<file path="src/design/smd_pkg.sv">
// Package with the types, constants and round functions shared by the SHA-256 digest block.
package smd_pkg;

    // Payload of one incoming message transaction.
    typedef struct packed {
        logic [7:0] msg_byte;
        logic       has_byte;
        logic       is_last;
    } smd_in_t;

    // Payload of one outgoing digest transaction.
    typedef struct packed {
        logic [31:0] digest_word;
        logic [2:0]  word_index;
        logic        last_word;
    } smd_out_t;

    // Control from the sequencer to the round datapath.
    typedef struct packed {
        logic       shift_byte;
        logic [7:0] shift_data;
        logic       load_work;
        logic       run_round;
        logic [5:0] round_idx;
    } smd_ctrl_t;

    typedef logic [0:7][31:0] smd_hash_t;

    localparam logic [7:0] PAD_MARKER = 8'h80;
    localparam logic [5:0] LEN_START = 6'd56;
    localparam logic [63:0] BLOCK_BITS = 64'd512;

    // Standard initial hash values.
    localparam smd_hash_t HASH_INIT = {
        32'h6a09e667, 32'hbb67ae85, 32'h3c6ef372, 32'ha54ff53a,
        32'h510e527f, 32'h9b05688c, 32'h1f83d9ab, 32'h5be0cd19
    };

    // Round constants.
    localparam logic [0:63][31:0] ROUND_K = {
        32'h428a2f98, 32'h71374491, 32'hb5c0fbcf, 32'he9b5dba5,
        32'h3956c25b, 32'h59f111f1, 32'h923f82a4, 32'hab1c5ed5,
        32'hd807aa98, 32'h12835b01, 32'h243185be, 32'h550c7dc3,
        32'h72be5d74, 32'h80deb1fe, 32'h9bdc06a7, 32'hc19bf174,
        32'he49b69c1, 32'hefbe4786, 32'h0fc19dc6, 32'h240ca1cc,
        32'h2de92c6f, 32'h4a7484aa, 32'h5cb0a9dc, 32'h76f988da,
        32'h983e5152, 32'ha831c66d, 32'hb00327c8, 32'hbf597fc7,
        32'hc6e00bf3, 32'hd5a79147, 32'h06ca6351, 32'h14292967,
        32'h27b70a85, 32'h2e1b2138, 32'h4d2c6dfc, 32'h53380d13,
        32'h650a7354, 32'h766a0abb, 32'h81c2c92e, 32'h92722c85,
        32'ha2bfe8a1, 32'ha81a664b, 32'hc24b8b70, 32'hc76c51a3,
        32'hd192e819, 32'hd6990624, 32'hf40e3585, 32'h106aa070,
        32'h19a4c116, 32'h1e376c08, 32'h2748774c, 32'h34b0bcb5,
        32'h391c0cb3, 32'h4ed8aa4a, 32'h5b9cca4f, 32'h682e6ff3,
        32'h748f82ee, 32'h78a5636f, 32'h84c87814, 32'h8cc70208,
        32'h90befffa, 32'ha4506ceb, 32'hbef9a3f7, 32'hc67178f2
    };

    // Rotate right by a constant amount.
    function automatic logic [31:0] rotr(input logic [31:0] x, input int unsigned n);
        return (x >> n) | (x << (32 - n));
    endfunction

    function automatic logic [31:0] big_sigma0(input logic [31:0] x);
        return rotr(x, 2) ^ rotr(x, 13) ^ rotr(x, 22);
    endfunction

    function automatic logic [31:0] big_sigma1(input logic [31:0] x);
        return rotr(x, 6) ^ rotr(x, 11) ^ rotr(x, 25);
    endfunction

    function automatic logic [31:0] small_sigma0(input logic [31:0] x);
        return rotr(x, 7) ^ rotr(x, 18) ^ (x >> 3);
    endfunction

    function automatic logic [31:0] small_sigma1(input logic [31:0] x);
        return rotr(x, 17) ^ rotr(x, 19) ^ (x >> 10);
    endfunction

endpackage

</file>
<file path="src/design/smd_round.sv">
// Round datapath: block shift register, schedule expansion and one compression round per cycle.
module smd_round (
    input  logic              clk,
    input  smd_pkg::smd_ctrl_t ctrl,
    input  smd_pkg::smd_hash_t  chain,
    output smd_pkg::smd_hash_t  work
);
    import smd_pkg::*;

    // The block is held as 16 big-endian words, word 0 in the top bits.
    logic [511:0] sched_reg;
    logic [511:0] sched_next;
    smd_hash_t    work_reg;
    smd_hash_t    work_next;

    logic [31:0] w0;
    logic [31:0] w1;
    logic [31:0] w9;
    logic [31:0] w14;
    logic [31:0] new_word;
    logic [31:0] t1;
    logic [31:0] t2;
    logic [31:0] ch;
    logic [31:0] maj;

    assign w0  = sched_reg[511:480];
    assign w1  = sched_reg[479:448];
    assign w9  = sched_reg[223:192];
    assign w14 = sched_reg[63:32];

    // The first 16 rounds rotate the loaded words; later rounds append expanded words.
    always_comb
    begin
        if (ctrl.round_idx < 6'd16)
        begin
            new_word = w0;
        end
        else
        begin
            new_word = small_sigma1(w14) + w9 + small_sigma0(w1) + w0;
        end
    end

    // Compression round arithmetic.
    always_comb
    begin
        ch  = (work_reg[4] & work_reg[5]) ^ (~work_reg[4] & work_reg[6]);
        maj = (work_reg[0] & work_reg[1]) ^ (work_reg[0] & work_reg[2])
            ^ (work_reg[1] & work_reg[2]);
        t1  = work_reg[7] + big_sigma1(work_reg[4]) + ch + ROUND_K[ctrl.round_idx] + new_word;
        t2  = big_sigma0(work_reg[0]) + maj;
    end

    // Next values of the block words and the working variables.
    always_comb
    begin
        sched_next = sched_reg;
        work_next  = work_reg;
        if (ctrl.shift_byte)
        begin
            sched_next = {sched_reg[503:0], ctrl.shift_data};
        end
        else if (ctrl.run_round)
        begin
            sched_next = {sched_reg[479:0], new_word};
        end
        if (ctrl.load_work)
        begin
            work_next = chain;
        end
        else if (ctrl.run_round)
        begin
            work_next[7] = work_reg[6];
            work_next[6] = work_reg[5];
            work_next[5] = work_reg[4];
            work_next[4] = work_reg[3] + t1;
            work_next[3] = work_reg[2];
            work_next[2] = work_reg[1];
            work_next[1] = work_reg[0];
            work_next[0] = t1 + t2;
        end
    end

    // Payload registers, no reset needed.
    always_ff @(posedge clk)
    begin
        sched_reg <= sched_next;
        work_reg  <= work_next;
    end

    assign work = work_reg;

endmodule

</file>
<file path="src/design/smd_seq.sv">
// Sequencer: byte intake, padding, round count, chaining value and digest output.
module smd_seq (
    input  logic                clk,
    input  logic                rst_n,
    input  logic                msg_valid,
    output logic                msg_stall,
    input  smd_pkg::smd_in_t    msg_data,
    output logic                digest_valid,
    input  logic                digest_stall,
    output smd_pkg::smd_out_t   digest_data,
    output smd_pkg::smd_ctrl_t  ctrl,
    input  smd_pkg::smd_hash_t  work,
    output smd_pkg::smd_hash_t  chain
);
    import smd_pkg::*;

    typedef enum logic [5:0] {
        ST_IDLE   = 6'b000001,
        ST_PREP   = 6'b000010,
        ST_PAD    = 6'b000100,
        ST_ROUND  = 6'b001000,
        ST_UPDATE = 6'b010000,
        ST_OUTPUT = 6'b100000
    } smd_state_t;

    smd_state_t  state_reg, state_next;
    logic [5:0]  fill_reg, fill_next;
    logic [5:0]  round_reg, round_next;
    logic [2:0]  word_idx_reg, word_idx_next;
    logic [63:0] bit_len_reg, bit_len_next;
    logic [63:0] len_reg, len_next;
    logic        last_pend_reg, last_pend_next;
    logic        pad_mode_reg, pad_mode_next;
    logic        pad_first_reg, pad_first_next;
    logic        final_blk_reg, final_blk_next;
    smd_hash_t   chain_reg, chain_next;

    logic        len_byte;

    assign msg_stall    = (state_reg != ST_IDLE);
    assign digest_valid = (state_reg == ST_OUTPUT);
    assign len_byte     = final_blk_reg && !pad_first_reg && (fill_reg >= LEN_START);

    // Digest words come straight from the chaining value.
    always_comb
    begin
        digest_data.digest_word = chain_reg[word_idx_reg];
        digest_data.word_index  = word_idx_reg;
        digest_data.last_word   = (word_idx_reg == 3'd7);
    end

    // Main sequencer.
    always_comb
    begin
        state_next     = state_reg;
        fill_next      = fill_reg;
        round_next     = round_reg;
        word_idx_next  = word_idx_reg;
        bit_len_next   = bit_len_reg;
        len_next       = len_reg;
        last_pend_next = last_pend_reg;
        pad_mode_next  = pad_mode_reg;
        pad_first_next = pad_first_reg;
        final_blk_next = final_blk_reg;
        chain_next     = chain_reg;
        ctrl           = '0;
        ctrl.round_idx = round_reg;

        case (state_reg)
            ST_IDLE:
            begin
                if (msg_valid)
                begin
                    if (msg_data.has_byte)
                    begin
                        ctrl.shift_byte = 1'b1;
                        ctrl.shift_data = msg_data.msg_byte;
                        fill_next       = fill_reg + 6'd1;
                        if (fill_reg == 6'd63)
                        begin
                            bit_len_next   = bit_len_reg + BLOCK_BITS;
                            ctrl.load_work = 1'b1;
                            round_next     = 6'd0;
                            last_pend_next = msg_data.is_last;
                            state_next     = ST_ROUND;
                        end
                        else if (msg_data.is_last)
                        begin
                            state_next = ST_PREP;
                        end
                    end
                    else if (msg_data.is_last)
                    begin
                        state_next = ST_PREP;
                    end
                end
            end

            // Capture the message length and set up the padding pass.
            ST_PREP:
            begin
                len_next       = bit_len_reg + {55'd0, fill_reg, 3'd0};
                pad_mode_next  = 1'b1;
                pad_first_next = 1'b1;
                final_blk_next = (fill_reg < LEN_START);
                last_pend_next = 1'b0;
                state_next     = ST_PAD;
            end

            // One padding byte per cycle: marker, zeros, then the length in the final block.
            ST_PAD:
            begin
                ctrl.shift_byte = 1'b1;
                if (pad_first_reg)
                begin
                    ctrl.shift_data = PAD_MARKER;
                end
                else if (len_byte)
                begin
                    ctrl.shift_data = len_reg[63:56];
                    len_next        = {len_reg[55:0], 8'd0};
                end
                else
                begin
                    ctrl.shift_data = 8'd0;
                end
                pad_first_next = 1'b0;
                fill_next      = fill_reg + 6'd1;
                if (fill_reg == 6'd63)
                begin
                    ctrl.load_work = 1'b1;
                    round_next     = 6'd0;
                    state_next     = ST_ROUND;
                end
            end

            ST_ROUND:
            begin
                ctrl.run_round = 1'b1;
                round_next     = round_reg + 6'd1;
                if (round_reg == 6'd63)
                begin
                    state_next = ST_UPDATE;
                end
            end

            // Fold the working variables into the chaining value and pick what follows.
            ST_UPDATE:
            begin
                for (int i = 0; i < 8; i++)
                begin
                    chain_next[i] = chain_reg[i] + work[i];
                end
                if (pad_mode_reg)
                begin
                    if (final_blk_reg)
                    begin
                        word_idx_next = 3'd0;
                        state_next    = ST_OUTPUT;
                    end
                    else
                    begin
                        final_blk_next = 1'b1;
                        state_next     = ST_PAD;
                    end
                end
                else if (last_pend_reg)
                begin
                    state_next = ST_PREP;
                end
                else
                begin
                    state_next = ST_IDLE;
                end
            end

            // Eight digest transactions, then back to the initial state.
            ST_OUTPUT:
            begin
                if (!digest_stall)
                begin
                    word_idx_next = word_idx_reg + 3'd1;
                    if (word_idx_reg == 3'd7)
                    begin
                        chain_next     = HASH_INIT;
                        bit_len_next   = 64'd0;
                        fill_next      = 6'd0;
                        pad_mode_next  = 1'b0;
                        final_blk_next = 1'b0;
                        last_pend_next = 1'b0;
                        state_next     = ST_IDLE;
                    end
                end
            end

            default:
            begin
                state_next = ST_IDLE;
            end
        endcase
    end

    // Control state.
    always_ff @(posedge clk or negedge rst_n)
    begin
        if (!rst_n)
        begin
            state_reg     <= ST_IDLE;
            fill_reg      <= 6'd0;
            round_reg     <= 6'd0;
            word_idx_reg  <= 3'd0;
            bit_len_reg   <= 64'd0;
            last_pend_reg <= 1'b0;
            pad_mode_reg  <= 1'b0;
            pad_first_reg <= 1'b0;
            final_blk_reg <= 1'b0;
            chain_reg     <= HASH_INIT;
        end
        else
        begin
            state_reg     <= state_next;
            fill_reg      <= fill_next;
            round_reg     <= round_next;
            word_idx_reg  <= word_idx_next;
            bit_len_reg   <= bit_len_next;
            last_pend_reg <= last_pend_next;
            pad_mode_reg  <= pad_mode_next;
            pad_first_reg <= pad_first_next;
            final_blk_reg <= final_blk_next;
            chain_reg     <= chain_next;
        end
    end

    // Length shift register is payload.
    always_ff @(posedge clk)
    begin
        len_reg <= len_next;
    end

    assign chain = chain_reg;

endmodule

</file>
<file path="src/design/sha256_message_digest.sv">
// Top level of the SHA-256 digest block: sequencer plus shared round datapath.
// Bytes enter one per transaction while the block is idle; the 64th byte of a block starts
// the 64 compression rounds in the single shared round unit, followed by a fold of the result
// into the chaining value. A transaction with is_last adds a setup step, padding bytes up to
// the end of the block, the compression, and a second padded block when 56 or more bytes
// are pending; then the eight digest words leave one per transaction, word 0 first. The block
// takes no message byte from the end of a message until the eighth digest word has been
// taken, and it then starts the next message from the standard initial hash values.
module sha256_message_digest (
    input  logic               clk,
    input  logic               rst_n,
    input  logic               msg_valid,
    output logic               msg_stall,
    input  smd_pkg::smd_in_t   msg_data,
    output logic               digest_valid,
    input  logic               digest_stall,
    output smd_pkg::smd_out_t  digest_data
);
    import smd_pkg::*;

    smd_ctrl_t ctrl;
    smd_hash_t work;
    smd_hash_t chain;

    // Sequencer and chaining value.
    smd_seq u_seq (
        .clk          (clk),
        .rst_n        (rst_n),
        .msg_valid    (msg_valid),
        .msg_stall    (msg_stall),
        .msg_data     (msg_data),
        .digest_valid (digest_valid),
        .digest_stall (digest_stall),
        .digest_data  (digest_data),
        .ctrl         (ctrl),
        .work         (work),
        .chain        (chain)
    );

    // Shared round unit.
    smd_round u_round (
        .clk   (clk),
        .ctrl  (ctrl),
        .chain (chain),
        .work  (work)
    );

endmodule

</file>
<file path="config.mk">
export PLATFORM = sky130hd
export DESIGN_NAME = sha256_message_digest
export DESIGN_NICKNAME = d
export VERILOG_FILES = /design/src/design/smd_pkg.sv /design/src/design/smd_round.sv /design/src/design/smd_seq.sv /design/src/design/sha256_message_digest.sv
export SDC_FILE = /design/constraint.sdc
export NUM_CORES = 2
export LEC_CHECK = 0
export ABC_CLOCK_PERIOD_IN_PS = 14500
export BUFFER_PORTS_ARGS = -buffer_cell sky130_fd_sc_hd__buf_2
export CAP_MARGIN = 20
export CORE_MARGIN = 1
export CORE_UTILIZATION = 45
export DETAILED_ROUTE_END_ITERATION = 10
export HOLD_SLACK_MARGIN = 0.12
export MAX_ROUTING_LAYER = met4
export PLACE_DENSITY_LB_ADDON = 0.15
export RECOVER_POWER = 25
export SKIP_CTS_REPAIR_TIMING = 1
export SLEW_MARGIN = 40
export SYNTH_ARGS = -nofsm -noshare
export SYNTH_HDL_FRONTEND = slang
export SYNTH_SLANG_ARGS = --single-unit
</file>
<file path="constraint.sdc">
create_clock -name clk -period 14.5 [get_ports clk]
set_input_delay 1.45 -clock clk [delete_from_list [all_inputs] [get_ports clk]]
set_output_delay 1.45 -clock clk [all_outputs]
set_load 0.02 [all_outputs]
</file>
# Word-level counts from Yosys, hierarchy flattened
# Memories as Yosys holds them, arrays and structs flattened.
# Index checks and enable logic that the tools add are counted.
# Widths: inputs -> output; s select.
totals:
  memories: 1
  inputBits: 14
  latchBits: 0
  ram_bits: 0
  ff_bits: 1177
  mem_bits_ro: 2048
  word_cells: 193
memory_table:
  columns: ["memory", "words", "word_bits", "rd", "rd_clocked_by_memory_dff", "write_ports", "line_no", "source"]
  rows:
  - ["(no name shown)", 64, 32, 1, 0, 0, "smd_round.sv:50", "t1 = work_reg[7] + big_sigma1(work_reg[4]) + ch + ROUND_K[ctrl.round_idx] + new_word;"]
op_classes:
  div_mod_pow: 0
  n_bitwise: 29
  mul: 0
  reduce_logical: 23
  muxes: 64
  order_cmp: 5
  add_sub_neg: 23
  n_eq_ne: 21
  n_shift: 0
ops:
  columns: ["op", "n"]
  rows:
  - ["$mux 256", 4]
  - ["$mux 512", 2]
  - ["$add 32x32->32", 18]
  - ["$pmux 256 s2", 1]
  - ["$mux 64", 7]
  - ["$xor 32x32->32", 9]
  - ["$pmux 64 s2", 2]
  - ["$and 32x32->32", 5]
  - ["$mux 32", 5]
  - ["$mux 6", 17]
  - ["$bmux 32 s3", 1]
  - ["$add 64x10->64 const B", 1]
  - ["$add 64x9->64", 1]
  - ["$pmux 6 s3", 2]
  - ["$pmux 6 s6", 1]
  - ["$not 32->32", 1]
  - ["$or 10x32->32", 1]
  - ["$or 13x32->32", 1]
  - ["$or 14x32->32", 1]
  - ["$or 15x32->32", 1]
  - ["$or 19x32->32", 1]
  - ["$or 21x32->32", 1]
  - ["$or 25x32->32", 1]
  - ["$or 26x32->32", 1]
  - ["40 further kinds", 80]

# Longest topological paths before layout
logic_depth:
  word_depth: 11
  mapped_depth: 44
  mapped_depth_nobuf: 43

# Hierarchy
# From an unflattened synthesis, not the netlist that was laid out.
unflattened:
  hier_cells: 6961
  area_unflattened_um2: 77982.3
modules_own_cells:
  columns: ["module", "seq_area_each_um2", "cells_per_inst", "area_each_um2", "n_inst"]
  rows:
  - ["smd_round", 23062.1, 3862, 48641.7, 1]
  - ["smd_seq", 10411.2, 3099, 29340.6, 1]

# Worst setup path before layout
# Ideal clock, no wire load.
synth_path:
  path_kind: "input port to flip-flop"
  startpoint: "in msg_valid"
  endpoint: "reg u_round.sched_reg[0] (enable)"
  stages: 6
  required_time_ns: 10.849
  path_buffers: 2
  arrival_ns: 10.690
  setup_slack_ns: 0.158
  path_cell_list: "nand2_1 nor3_4 nor2_1 clkbuf_1 clkbuf_1 nand2_1"
synth_between:
  elab_chain_len: 3
synth_rtl:
  columns: ["item", "line_no", "source"]
  rows:
  - ["start, declared", "sha256_message_digest.sv:12", "input logic msg_valid,"]
  - ["$mux 10", "smd_seq.sv:72", "if (msg_valid)"]
  - ["$pmux 10 s2", "smd_seq.sv:69", "case (state_reg)"]
  - ["$reduce_bool 2->1 (no source line)", null, null]
  - ["end signal, assigned", "smd_round.sv:87", "sched_reg <= sched_next;"]
  - ["end, declared", "smd_round.sv:11", "logic [511:0] sched_reg;"]
# Every way passes these cells.
# A chain may end at the register's enable or synchronous reset.

==> impl_metrics.csv <==
group,metric,value,unit
global_routing,grt_pass1_vias,59110,
floorplan,core_area,0.172,mm²
clock_tree,clock_sinks,1165,
timing,hold_violations,0,
clock_tree,cts_max_level,4,
global_routing,grt_pass1_wl,395000,µm
drt,drt_iter0_markers,6870,
synth,synthFlopType,"edfxtp_1",
worst_setup_path,crit_family,"buffers and inverters",
timing,fin_setup_tns,0,ns
clock_tree,cts-buffers-inserted,141,
layout,nets,8999,
floorplan,rows,152,
timing,setup_viol,0,
drt,dr.pass1.iters,6,
synth,synthCells,8553,
worst_setup_path,crit_chain,"clkbuf_1 > clkbuf_1 > clkbuf_1 > clkbuf_1 > buf_6",
worst_setup_path,arrival,11.60,ns
timing,rsz0062_at_grt,"false",
floorplan,io_pins,52,
worst_setup_path,critPathMaxFanout,58,
drt,wl_per_cell,24.7,µm
drt,drc,0,
worst_setup_path,crit_type,"in2async",
placed_design,dp_hpwl,195000,µm
layout,layout-drive-gt1-share,7.87,%
timing,worst_pin_slew,7.16,ns
layout,fill_cells,16287,
clock_tree,cts_root_buf,"clkbuf_16",
drt,viasPerCell,5.77,
worst_setup_path,crit_path_start_kind,"input port",
job,max_cap_violations,19,
synth,post_synth_num_cell_types,96,
layout,largest_reg_flops,512,
floorplan,die_w,419,µm
layout,mostFrequentLayoutCell,"nand2_1",
timing,min_period,10.72,ns
timing,hold_slack,0.496,ns
timing,finalMaxSlewViolations,1066,
worst_setup_path,worstPathRequired,15.38,ns
worst_setup_path,cp_num_cells,5,
timing,max_freq,0.0932,GHz
global_routing,overflow,0,
drt,antenna_left,0,
worst_setup_path,crit_top_cell,"clkbuf_1",
synth,synth-compound-area-share,12.5,%
synth,syn_nets,9168,
layout,syn_to_final_growth,8.89,%
global_routing,track_usage,31.2,%
worst_setup_path,slowest_delay,2.69,ns
min_path,hp-class,"reg2reg",
worst_setup_path,r2r_cells,40,
floorplan,initial_core_util,45.4,%
drt,vias,62458,
synth,synthArstFlopShare,28.8,%
synth,synth_top_family_by_area,"simple AND/OR/NAND/NOR gates",
run_status,violations,"max-capacitance violations, max-slew violations",
global_routing,antenna_found_initial,11,
timing,fin_skew,0.0474,ns
synth,yosys_register_bits,1165,
synth,synth_edf_count,829,
layout,final_cell_mix,"nand2_1 (2516), edfxtp_1 (829), a21oi_1 (468), o21ai_0 (467), ha_1 (406)",
floorplan,fp.dieArea,0.175,mm²
worst_setup_path,cp-end-kind,"async pin",
run_status,status,"finished, violations left",
clock_tree,tritoncts,"built",
synth,ys_seq_area_share,42.8,%
clock_tree,clockBufferDepth,3,
timing,period_share,74.0,%
layout,seqCellArea,0.0335,mm²
clock_tree,insertion_delay,0.83,ns
worst_setup_path,crit_buf_inv,5,
synth,synthSimpleGateAreaFrac,18.8,%
timing,relSlewSlack,-377,%
floorplan,dieHeight,419,µm
min_path,min_path_cells,2,
synth,avgSynthCellArea,9.14,µm²
synth,synthMuxAreaShare,3.17,%
synth,syn_area,0.0781,mm²
layout,multi_input_area,0.0415,mm²
placed_design,place_area,0.0806,mm²
layout,fin_area,0.0851,mm²
placed_design,globalplace.congestion,1.01,
global_routing,grt_max_degree,136,
placed_design,io_buffers,51,
worst_setup_path,crit_slowest_cell,"clkbuf_1",
synth,ys_warn_count,0,
synth,synth_fa_ha_area_share,11.7,%
clock_tree,clkTransAtPathRegs,0.06,ns
synth,synth_xor_area_share,6.80,%
drt,drt-total-wl,267000,µm
-- routing by layer --
metal	track usage, %	vias up	share of wire (%)
li1	-	29003	-
met1	46.4	30867	47
met2	43.6	2260	42
met3	5.04	328	7.9
met4	8.22	0	2.7
met5	-	-	0
-- through the flow --
step	instances	setup WS, ns	util [%]
floorplan	8553	0.158	-
detailed placement	10550	4.28	46.8
global placement	10544	4.37	46.7
global route	10814	2.14	49.4
CTS	10808	4.23	49.5
finish	10817	3.78	49.4
-- area by class of cell --
cell class                 instances  area share [%]
clock buffer                     190            4.48
clock inverter                    68           0.868
tap                             2310            3.40
inverter                         394            1.74
timing repair buffer             153            1.37
antenna                            8          0.0235
multi-input combinational       6529            48.8
sequential                      1165            39.4
-- worst reg2reg max path: cells and delay by family (launching register included) --
| kind | cells | cell delay (ns) |
|---|---|---|
| AOI/OAI and AO/OA | 16 | 3.74 |
| buffers and inverters | 5 | 0.33 |
| adders and majority gates | 8 | 3.58 |
| xor gates and xnor gates | 5 | 0.99 |
| DFF | 1 | 0.51 |
| and+or+nand+nor | 6 | 0.94 |
-- logic make-up (layout without fill, tap and decap cells) --
family,after synthesis,after routing
simple gates,3564,3564
compound gates,1590,1590
flops,1165,1165
buf+inv,859,805
fa+ha+maj,619,619
xor+xnor,607,607
mux,149,149
other cells,0,8
-- final timing paths --
path / start / to / slack [ns]
min in group asynchronous: rst_n / u_seq.bit_len_reg[45] / 1.35
hold / removal: u_seq.chain[223] / u_seq.chain[223] / 0.50
setup / recovery: rst_n / u_seq.chain[151] / 3.78
setup reg to reg: u_round.sched_reg[457] / u_round.work[254] / 4.16
max in group clk: u_round.sched_reg[457] / u_round.work[254] / 4.16
hold reg to reg: u_seq.chain[223] / u_seq.chain[223] / 0.50
-- Yosys cell counts, types with 10 or more instances --
cell	instances	area [µm²]
nand2_1	2519	9460
edfxtp_1	829	24900
o21ai_0	473	2370
a21oi_1	469	2350
clkbuf_1	416	1560
nor2_1	408	1530
ha_1	406	5080
inv_1	392	1470
xnor2_1	369	3230
xor2_1	238	2080
dfrtp_1	199	4980
fa_1	195	3900
nand3_1	183	916
a21o_1	172	1290
dfstp_2	137	3600
nor3_1	137	686
nand2b_1	75	469
mux4_2	73	1640
mux2_2	60	676
and3_1	52	325
a31oi_1	46	288
a211oi_1	45	338
buf_1	45	169
o21bai_1	45	338
nor2b_1	43	269
o31ai_1	41	308
o21a_1	39	293
o211ai_1	37	278
or3_1	33	206
nand4_1	24	150
o21ai_1	22	110
and2_1	20	125
maj3_1	18	180
or2_2	18	113
mux2i_1	16	160
o22ai_1	16	100
a21boi_0	15	113
o31a_1	11	96.3
o41ai_1	11	96.3
a311oi_1	10	87.6
Power is not shown: default switching activity piles up to over one toggle a cycle in this logic, so the estimate is an artifact.
